## src/sv/frlsm_pkg.sv

```systemverilog
// Package for the flash ring log slot manager: widths, opcodes, state and
// item/result types, and the pointer overtake helper.
// No dependencies.
package frlsm_pkg;

    localparam int IDX_W       = 10;
    localparam int CYC_W       = 64;
    localparam int SLOT_COUNT  = 1024;
    localparam int BLOCK_SLOTS = 16;
    localparam int BLK_W       = $clog2(BLOCK_SLOTS);

    localparam logic [IDX_W:0]   SLOT_LIMIT = (IDX_W + 1)'(SLOT_COUNT);
    localparam logic [IDX_W-1:0] LOW_MASK   = IDX_W'(BLOCK_SLOTS - 1);
    localparam logic [IDX_W-1:0] HIGH_MASK  = ~LOW_MASK;
    localparam logic [IDX_W:0]   BLOCK_STEP = (IDX_W + 1)'(BLOCK_SLOTS);
    localparam logic [CYC_W-1:0] EMPTY_WORD = '1;

    typedef enum logic [2:0] {
        OP_SCAN      = 3'd0,
        OP_FINISH    = 3'd1,
        OP_ACQUIRE   = 3'd2,
        OP_SEND_PICK = 3'd3,
        OP_MARK_SENT = 3'd4
    } opcode_t;

    typedef struct packed {
        logic [2:0]       opcode;
        logic [IDX_W-1:0] record_index;
        logic [CYC_W-1:0] record_cycle;
        logic             record_sent_mark;
    } item_t;

    typedef struct packed {
        logic [IDX_W-1:0] slot_index;
        logic             slot_valid;
        logic [CYC_W-1:0] next_cycle;
        logic             sent_accepted;
    } result_t;

    typedef struct packed {
        logic             log_nonempty;
        logic [CYC_W-1:0] oldest_cycle;
        logic [CYC_W-1:0] newest_cycle;
        logic [IDX_W-1:0] oldest_slot;
        logic [IDX_W-1:0] newest_slot;
        logic             sent_present;
        logic [CYC_W-1:0] newest_sent_cycle;
        logic [IDX_W-1:0] newest_sent_slot;
        logic             pending_valid;
        logic [IDX_W-1:0] pending_slot;
    } state_t;

    // True when pointer p is passed by the oldest slot moving from prev to now.
    function automatic logic overtaken(input logic [IDX_W-1:0] p,
                                       input logic [IDX_W-1:0] prev,
                                       input logic [IDX_W-1:0] now,
                                       input logic wrapped);
        return (prev == p) || ((prev < p) && (wrapped || (now > p)));
    endfunction

endpackage

```

## src/sv/frlsm_step.sv

```systemverilog
// Next-state and result logic for one operation of the slot manager.
// Depends on frlsm_pkg.
module frlsm_step (
    input  frlsm_pkg::state_t  cur,
    input  frlsm_pkg::item_t   item,
    output frlsm_pkg::state_t  nxt,
    output frlsm_pkg::result_t res
);
    import frlsm_pkg::*;

    always_comb
    begin
        logic [IDX_W:0]   inc;
        logic [IDX_W-1:0] new_newest;
        logic [IDX_W-1:0] prev_old;
        logic [IDX_W:0]   jump;
        logic [IDX_W-1:0] new_old;
        logic             wrapped;
        logic             scan_ok;

        nxt = cur;
        res = '0;
        inc = '0;
        new_newest = '0;
        prev_old = '0;
        jump = '0;
        new_old = '0;
        wrapped = 1'b0;
        scan_ok = 1'b0;

        case (opcode_t'(item.opcode))
            OP_SCAN:
            begin
                scan_ok = (item.record_cycle != EMPTY_WORD) &&
                          ({1'b0, item.record_index} < SLOT_LIMIT);
                if (scan_ok)
                begin
                    if (cur.log_nonempty)
                    begin
                        if (cur.oldest_cycle > item.record_cycle)
                        begin
                            nxt.oldest_cycle = item.record_cycle;
                            nxt.oldest_slot  = item.record_index;
                        end
                        if (cur.newest_cycle < item.record_cycle)
                        begin
                            nxt.newest_cycle = item.record_cycle;
                            nxt.newest_slot  = item.record_index;
                        end
                    end
                    else
                    begin
                        nxt.log_nonempty = 1'b1;
                        nxt.oldest_cycle = item.record_cycle;
                        nxt.newest_cycle = item.record_cycle;
                        nxt.oldest_slot  = item.record_index;
                        nxt.newest_slot  = item.record_index;
                    end
                    if (item.record_sent_mark)
                    begin
                        if (!cur.sent_present ||
                            (cur.newest_sent_cycle < item.record_cycle))
                        begin
                            nxt.sent_present      = 1'b1;
                            nxt.newest_sent_cycle = item.record_cycle;
                            nxt.newest_sent_slot  = item.record_index;
                        end
                    end
                end
            end
            OP_FINISH:
            begin
                nxt.pending_valid = 1'b0;
                res.next_cycle = cur.log_nonempty ? cur.newest_cycle + 64'd1 : 64'd1;
            end
            OP_ACQUIRE:
            begin
                res.slot_valid = 1'b1;
                if (!cur.log_nonempty)
                begin
                    nxt.log_nonempty     = 1'b1;
                    nxt.oldest_slot      = '0;
                    nxt.newest_slot      = '0;
                    nxt.sent_present     = 1'b0;
                    nxt.newest_sent_slot = '0;
                end
                else
                begin
                    inc = {1'b0, cur.newest_slot} + (IDX_W + 1)'(1);
                    new_newest = (inc >= SLOT_LIMIT) ? '0 : inc[IDX_W-1:0];
                    nxt.newest_slot = new_newest;
                    res.slot_index  = new_newest;
                    // Writer enters the oldest block: push oldest a block ahead.
                    if (((new_newest & LOW_MASK) == '0) &&
                        ((new_newest & HIGH_MASK) == (cur.oldest_slot & HIGH_MASK)))
                    begin
                        prev_old = cur.oldest_slot;
                        jump = {1'b0, cur.oldest_slot & HIGH_MASK} + BLOCK_STEP;
                        wrapped = (jump >= SLOT_LIMIT);
                        new_old = wrapped ? '0 : jump[IDX_W-1:0];
                        nxt.oldest_slot = new_old;
                        if (cur.sent_present &&
                            overtaken(cur.newest_sent_slot, prev_old, new_old, wrapped))
                            nxt.sent_present = 1'b0;
                        if (cur.pending_valid &&
                            overtaken(cur.pending_slot, prev_old, new_old, wrapped))
                            nxt.pending_valid = 1'b0;
                    end
                end
            end
            OP_SEND_PICK:
            begin
                nxt.pending_valid = 1'b0;
                if (cur.sent_present)
                begin
                    if (cur.newest_sent_slot != cur.newest_slot)
                    begin
                        inc = {1'b0, cur.newest_sent_slot} + (IDX_W + 1)'(1);
                        nxt.pending_slot  = (inc >= SLOT_LIMIT) ? '0 : inc[IDX_W-1:0];
                        nxt.pending_valid = 1'b1;
                    end
                end
                else if (cur.log_nonempty)
                begin
                    nxt.pending_slot  = cur.oldest_slot;
                    nxt.pending_valid = 1'b1;
                end
                if (nxt.pending_valid)
                begin
                    res.slot_index = nxt.pending_slot;
                    res.slot_valid = 1'b1;
                end
            end
            OP_MARK_SENT:
            begin
                if (cur.pending_valid)
                begin
                    nxt.newest_sent_slot = cur.pending_slot;
                    nxt.sent_present     = 1'b1;
                    res.sent_accepted    = 1'b1;
                end
            end
            default:
            begin
                nxt = cur;
            end
        endcase
    end

endmodule

```

## src/sv/flash_ring_log_slot_manager.sv

```systemverilog
// Top level of the flash ring log slot manager: input register, state,
// result register. Depends on frlsm_pkg and frlsm_step.

// Every command is taken when start is high; busy stays low, so a command may
// be issued in every cycle. Each command, whatever its opcode, yields exactly
// one result through the input register, a single pass of next-state logic
// and the result register: done is high for one cycle with slot_index,
// slot_valid, next_cycle and sent_accepted. There is no way to hold a result
// off: capture it while done is high. Commands act on the state in the order
// they are issued.
module flash_ring_log_slot_manager (
    input  logic                          clk,
    input  logic                          rst_n,
    input  logic                          start,
    output logic                          busy,
    input  logic [2:0]                    opcode,
    input  logic [frlsm_pkg::IDX_W-1:0]   record_index,
    input  logic [frlsm_pkg::CYC_W-1:0]   record_cycle,
    input  logic                          record_sent_mark,
    output logic                          done,
    output logic [frlsm_pkg::IDX_W-1:0]   slot_index,
    output logic                          slot_valid,
    output logic [frlsm_pkg::CYC_W-1:0]   next_cycle,
    output logic                          sent_accepted
);
    import frlsm_pkg::*;

    logic    in_valid_reg;
    item_t   item_reg;
    state_t  state_reg;
    state_t  state_next;
    result_t res_next;
    result_t res_reg;
    logic    done_reg;

    assign busy = 1'b0;

    frlsm_step u_step (
        .cur  (state_reg),
        .item (item_reg),
        .nxt  (state_next),
        .res  (res_next)
    );

    always_ff @(posedge clk or negedge rst_n)
    begin
        if (!rst_n)
        begin
            in_valid_reg <= 1'b0;
            done_reg     <= 1'b0;
            state_reg    <= '0;
        end
        else
        begin
            in_valid_reg <= start && !busy;
            done_reg     <= in_valid_reg;
            if (in_valid_reg)
                state_reg <= state_next;
        end
    end

    // Payload registers: capture on each transfer, no reset needed.
    always_ff @(posedge clk)
    begin
        if (start && !busy)
            item_reg <= '{opcode, record_index, record_cycle, record_sent_mark};
        if (in_valid_reg)
            res_reg <= res_next;
    end

    assign done          = done_reg;
    assign slot_index    = res_reg.slot_index;
    assign slot_valid    = res_reg.slot_valid;
    assign next_cycle    = res_reg.next_cycle;
    assign sent_accepted = res_reg.sent_accepted;

endmodule

```

## config.mk

```make
export PLATFORM = sky130hd
export DESIGN_NAME = flash_ring_log_slot_manager
export DESIGN_NICKNAME = d
export VERILOG_FILES = /design/src/sv/frlsm_pkg.sv /design/src/sv/frlsm_step.sv /design/src/sv/flash_ring_log_slot_manager.sv
export SDC_FILE = /design/constraint.sdc
export NUM_CORES = 1
export LEC_CHECK = 0
export BUFFER_PORTS_ARGS = -buffer_cell sky130_fd_sc_hd__buf_2
export CAP_MARGIN = 5
export CORE_MARGIN = 2
export CORE_UTILIZATION = 55
export DETAILED_ROUTE_END_ITERATION = 10
export HOLD_SLACK_MARGIN = 0.12
export PLACE_DENSITY = 0.77
export SETUP_SLACK_MARGIN = 0.02
export SLEW_MARGIN = 20
export SYNTH_ARGS = -nofsm -noshare
export SYNTH_HDL_FRONTEND = slang
export SYNTH_SLANG_ARGS = --single-unit
```

## constraint.sdc

```tcl
create_clock -name clk -period 3.5 [get_ports clk]
set_input_delay 0.175 -clock clk [delete_from_list [all_inputs] [get_ports clk]]
set_output_delay 0.175 -clock clk [all_outputs]
set_load 0.01 [all_outputs]
```

; Yosys cells after proc, flatten, opt, wreduce, memory -nomap -nowiden
; Index checks and enable logic that the tools add are counted.
[classes]
add_sub_neg = 4
magnitude_cmp = 10
eq_ne = 23
mux = 35
n_reduce_logical = 27
[ops]
columns = operator, n
row1 = 224-bit two-way mux, 1
row2 = 75-bit two-way mux, 2
row3 = 148-bit two-way mux, 1
row4 = 64-bit < comparator, 2
row5 = 64-bit two-way mux, 2
row6 = 10-bit two-way mux, 9
row7 = "64-bit by 1-bit adder with 64-bit output, second input constant", 1
row8 = 64-bit > comparator, 1
row9 = "64-bit != test, second input constant", 1
row10 = 11-bit two-way mux, 5
row11 = 20-bit case mux with 2 select lines, 1
row12 = "11-bit >= comparator, second input constant", 3
row13 = 10-bit case mux with 3 select lines, 1
row14 = "10-bit by 1-bit adder with 11-bit output, second input constant", 2
row15 = 11-bit case mux with 2 select lines, 1
row16 = 21-bit two-way mux, 1
row17 = 10-bit equality test, 2
row18 = 10-bit > comparator, 2
row19 = 10-bit < comparator, 2
row20 = 5-bit AND reduction, 3
row21 = "2-bit by 1-bit != test with 1-bit output, second input constant", 6
row22 = "3-bit by 2-bit != test with 1-bit output, second input constant", 4
row23 = 4-bit AND reduction, 3
row24 = "10-bit by 5-bit adder with 11-bit output, second input constant", 1
row25 = 20 further kinds, 42
[word_totals]
ff_bits = 391
input_bits = 81
output_inout_bits = 78

; Logic depth before layout (Yosys ltp)
[logic_depth]
word_depth = 12
ltp_mapped = 13
mapped_depth_nobuf = 12

; Modules after synthesis
; From an unflattened synthesis, not the netlist that was laid out.
[unflattened]
cells_unflattened = 2112
area_unflattened_um2 = 24936.4
[modules_own_cells]
columns = mod, instances, cells_each, area_each_um2
row1 = flash_ring_log_slot_manager, 1, 654, 14018.4
row2 = frlsm_step, 1, 1458, 10918.0

; Least setup slack after synthesis
; OpenSTA, ideal clock, no wires.
[synth_path]
path_type = flip-flop to flip-flop
from = register in_valid_reg
to = register state_reg[95] in the netlist's numbering
t_arrival_ns = 3.464
setup_slack_ns = -0.091
stages_incl_launch_ff = 5
path_cell_list = dfrtp_1 > or4b_2 > clkbuf_1 > o21bai_1 > mux2_1
[synth_between]
elab_chain_cells = 1
[synth_lines]
columns = element, line_no
row1 = "start, declared", flash_ring_log_slot_manager.sv:28  ; logic in_valid_reg;
row2 = "start signal, assigned", flash_ring_log_slot_manager.sv:55  ; in_valid_reg <= start && !busy;
row3 = 4-bit AND reduction (no line), --
row4 = "end signal, assigned", flash_ring_log_slot_manager.sv:58  ; state_reg <= state_next;
row5 = "end, declared", flash_ring_log_slot_manager.sv:30  ; state_t state_reg;
; Every way passes these cells.
; A chain may end at the register's enable or synchronous reset.

; Final worst setup path
[layout_path]
from = register item_reg[32] in the netlist's numbering
to = register state_reg[105] in the netlist's numbering
[layout_between]
elab_chain_cells = 3
[layout_lines]
columns = element, line_no
row1 = "start, declared", flash_ring_log_slot_manager.sv:29  ; item_t item_reg;
row2 = "start signal, assigned", flash_ring_log_slot_manager.sv:66  ; item_reg <= '{opcode, record_index, record_cycle, record_sent_mark};
row3 = 64-bit > comparator / 64-bit != test (equally long branches), "frlsm_step.sv:40, frlsm_step.sv:34"
row4 = 3-bit by 2-bit != test with 1-bit output (no line) / 2-bit by 1-bit != test with 1-bit output (equally long branches), --
row5 = 5-bit AND reduction (no line) (*), --
; Mark *: on every way between the ends. The rest lies on a longest branch, timed or not.

==> impl_metrics.ini <==
[routing]
viasPerCell = 6.09
wl_um = 63700
avgRoutedWirePerCell_um = 22.6
antenna_left = 0
drt_iter0_markers = 1326
route.detailed.drc = 0
num_vias = 17200
dr.pass1.iters = 5

[worst_setup_path]
crit_arrival_ns = 3.88
r2r_end = state_reg[105]$_DFFE_PN0P_
crit_fanout = 4
required_ns = 3.94
reg2regPathDepth = 12
startpoint_type = flip-flop
r2r-start = item_reg[32]$_DFFE_PP_
rrSetupSlack_ns = 0.06
crit_path_end_kind = flip-flop
crit_type = flip-flop to flip-flop
crit_start = item_reg[32]$_DFFE_PP_

[status]
outcome = finished clean

[logic_synthesis]
synth_area_leaders = dfrtp_1 (27%), edfxtp_1 (21%), ha_1 (13%)
ys_seq_elements = 391
yosys_most_used_dff = dfrtp_1
synth_edf_count = 154
netlist_top_cells_count = dfrtp_1 (237), ha_1 (220), mux2_1 (203), edfxtp_1 (154), nor2_1 (122)
netlist_area_sq_um = 21900
syn_inst = 1928
yosysWarningCount = 0
async_reset_ff_frac = 0.606
synthDominantCellAreaShare = 0.270
yosys.area.top_type = dfrtp_1
synth_seq_area_share = 0.481
syn_nets = 2229
yosysMostFrequentCell = dfrtp_1
ys_types = 83
syn_avg_cell_area_sq_um = 11.4

[sta]
fin_crit_sh = 0.983
tightest_slew_ns = 0.960
slew_headroom = 0.360
fin_skew_ns = 0.0225
hold_slack_ns = 0.173
slew_viol_final = 0
finalHoldViolCount = 0
finalSetupViolations = 0
max_freq_ghz = 0.291
fin_crit_ns = 3.44

[pwr]
worst_ir_drop_vdd_mv = 0.498
total_power_mw = 19.7
power.density_nw_per_um2 = 746
leakage_nw = 11.8

[layout]
fin_util = 0.669
area_growth_pct = 20.7
largest_reg_flops = 235
drive_gt1_frac = 0.164
n_fill_cell = 2893
fin_cells = 2818
final_area_sq_um = 26500
layout.nets = 2559

[global_route]
grt_pass1_wl_um = 98300
antenna_found_initial = 0
grtUsageTotal = 0.309
grt_pass1_vias = 17300
overflow = 0
grt_max_degree = 90

[die]
start_util = 0.555
dieArea_sq_um = 41500
row_count = 73
die_w_um = 204
core_area_sq_um = 39500
io_pins = 159
die_h_um = 204

[worst_hold_path]
min_from = start
hold_path_class = input pin to flip-flop
holdPathEnd = item_reg[50]$_DFFE_PP_
hold_depth = 1

[clocking]
root_buffer = clkbuf_16
clockBufferDepth = 3
cts.reportedPaths.clkPinSlew_ns = 0.07
cts_sinks = 391
clk_latency_ns = 0.58
h-tree-depth = 2
cts_made_buffers = 42
cts_tree = yes

[job]
maxCapViolCount = 0

[placement]
dp_hpwl_um = 46300
portBuffers = 157
placedCellCount = 2649
dpl_cell_area_sq_um = 24000
place.gp.congestion = 0.979
[cell usage in the layout (no fill, tap or decap), drive strengths merged, types with 21 or more instances in the layout]
cell / n
inv: 115
edfxtp: 154
nor4: 25
nor3: 23
a21oi: 79
ha: 220
nand4: 81
nand2: 111
xnor2: 50
a211oi: 21
mux2: 207
dfrtp: 237
dlygate4sd3: 79
and3: 21
clkbuf: 61
xor2: 46
o21ai: 69
nor2: 123
buf: 272
nand3: 73
[how the worst max path moves through the flow]
stage	to	slack [ns]	cells past startpoint
final	state_reg[105]$_DFFE_PN0P_	0.06	12
after global routing	state_reg[98]$_DFFE_PN0P_	-0.06	12
after CTS	state_reg[105]$_DFFE_PN0P_	0.03	12
after detailed placement	state_reg[86]$_DFFE_PN0P_	-0.32	12
after global placement	state_reg[95]$_DFFE_PN0P_	-0.29	12
after floorplan	state_reg[28]$_DFFE_PN0P_	0.40	11
[metal layers]
metal	up-vias	track usage	wire length (um)
li1	7821	-	-
met1	8490	0.392	25800
met2	654	0.511	30600
met3	189	0.0427	3570
met4	0	0.173	3650
met5	-	0	0
[power by group]
part	internal (mW)	total, mW	switching (mW)
clock network	2.81	4.72	1.91
logic	3.37	7.25	3.88
registers	6.24	7.77	1.52
[metrics by stage]
stage,TNS [ns],worst slack [ns]
finish,0,0.0592
global route,-0.753,-0.0614
CTS,0,0.0300
detailed placement,-13.78,-0.319
global placement,-12.54,-0.294
floorplan,0,0.403
[repair_timing]
action,in CTS,in global routing
setup buffers,0,10
gates resized for setup,3,12
cloned,0,1
pin swaps,0,5
setup endpoints to repair,74,219
endpoints found under the hold margin,165,0
hold buffers,79,0
[worst max-delay path: stages (launching register included)]
cell	delay, ns
edfxtp_1	0.44
inv_1	0.12
ha_1	0.33
nand4_1	0.28
nor4_2	0.46
buf_4	0.18
nand2_1	0.07
nor4_2	0.28
nor4_1	0.12
a21oi_1	0.19
or3b_1	0.48
buf_4	0.21
mux2i_1	0.12
[cell families (layout without fill, tap and decap cells)]
family / Yosys count / after routing / share of synthesized area
and+or+nand+nor: 524 / 524 / 0.122
other: 1 / 2 / 0.000171
muxes: 217 / 217 / 0.111
AOI/OAI and AO/OA: 297 / 297 / 0.0869
adders and majority gates: 220 / 220 / 0.125
xor gates and xnor gates: 98 / 98 / 0.0404
buffers and inverters: 180 / 544 / 0.0329
DFF: 391 / 391 / 0.481
[final cells by class]
class                           count  area [sq um]  share of cell area
Multi-Input combinational cell   1357         10800               0.406
Sequential cell                   391         10600               0.399
Timing Repair Buffer              352          2600              0.0983
Clock buffer                       60          1290              0.0489
Tap cell                          525           657              0.0248
Inverter                          114           428              0.0162
Clock inverter                     18           176             0.00666
Antenna cell                        1          2.50           0.0000945
No activity file was read; power rests on OpenSTA's default activity.
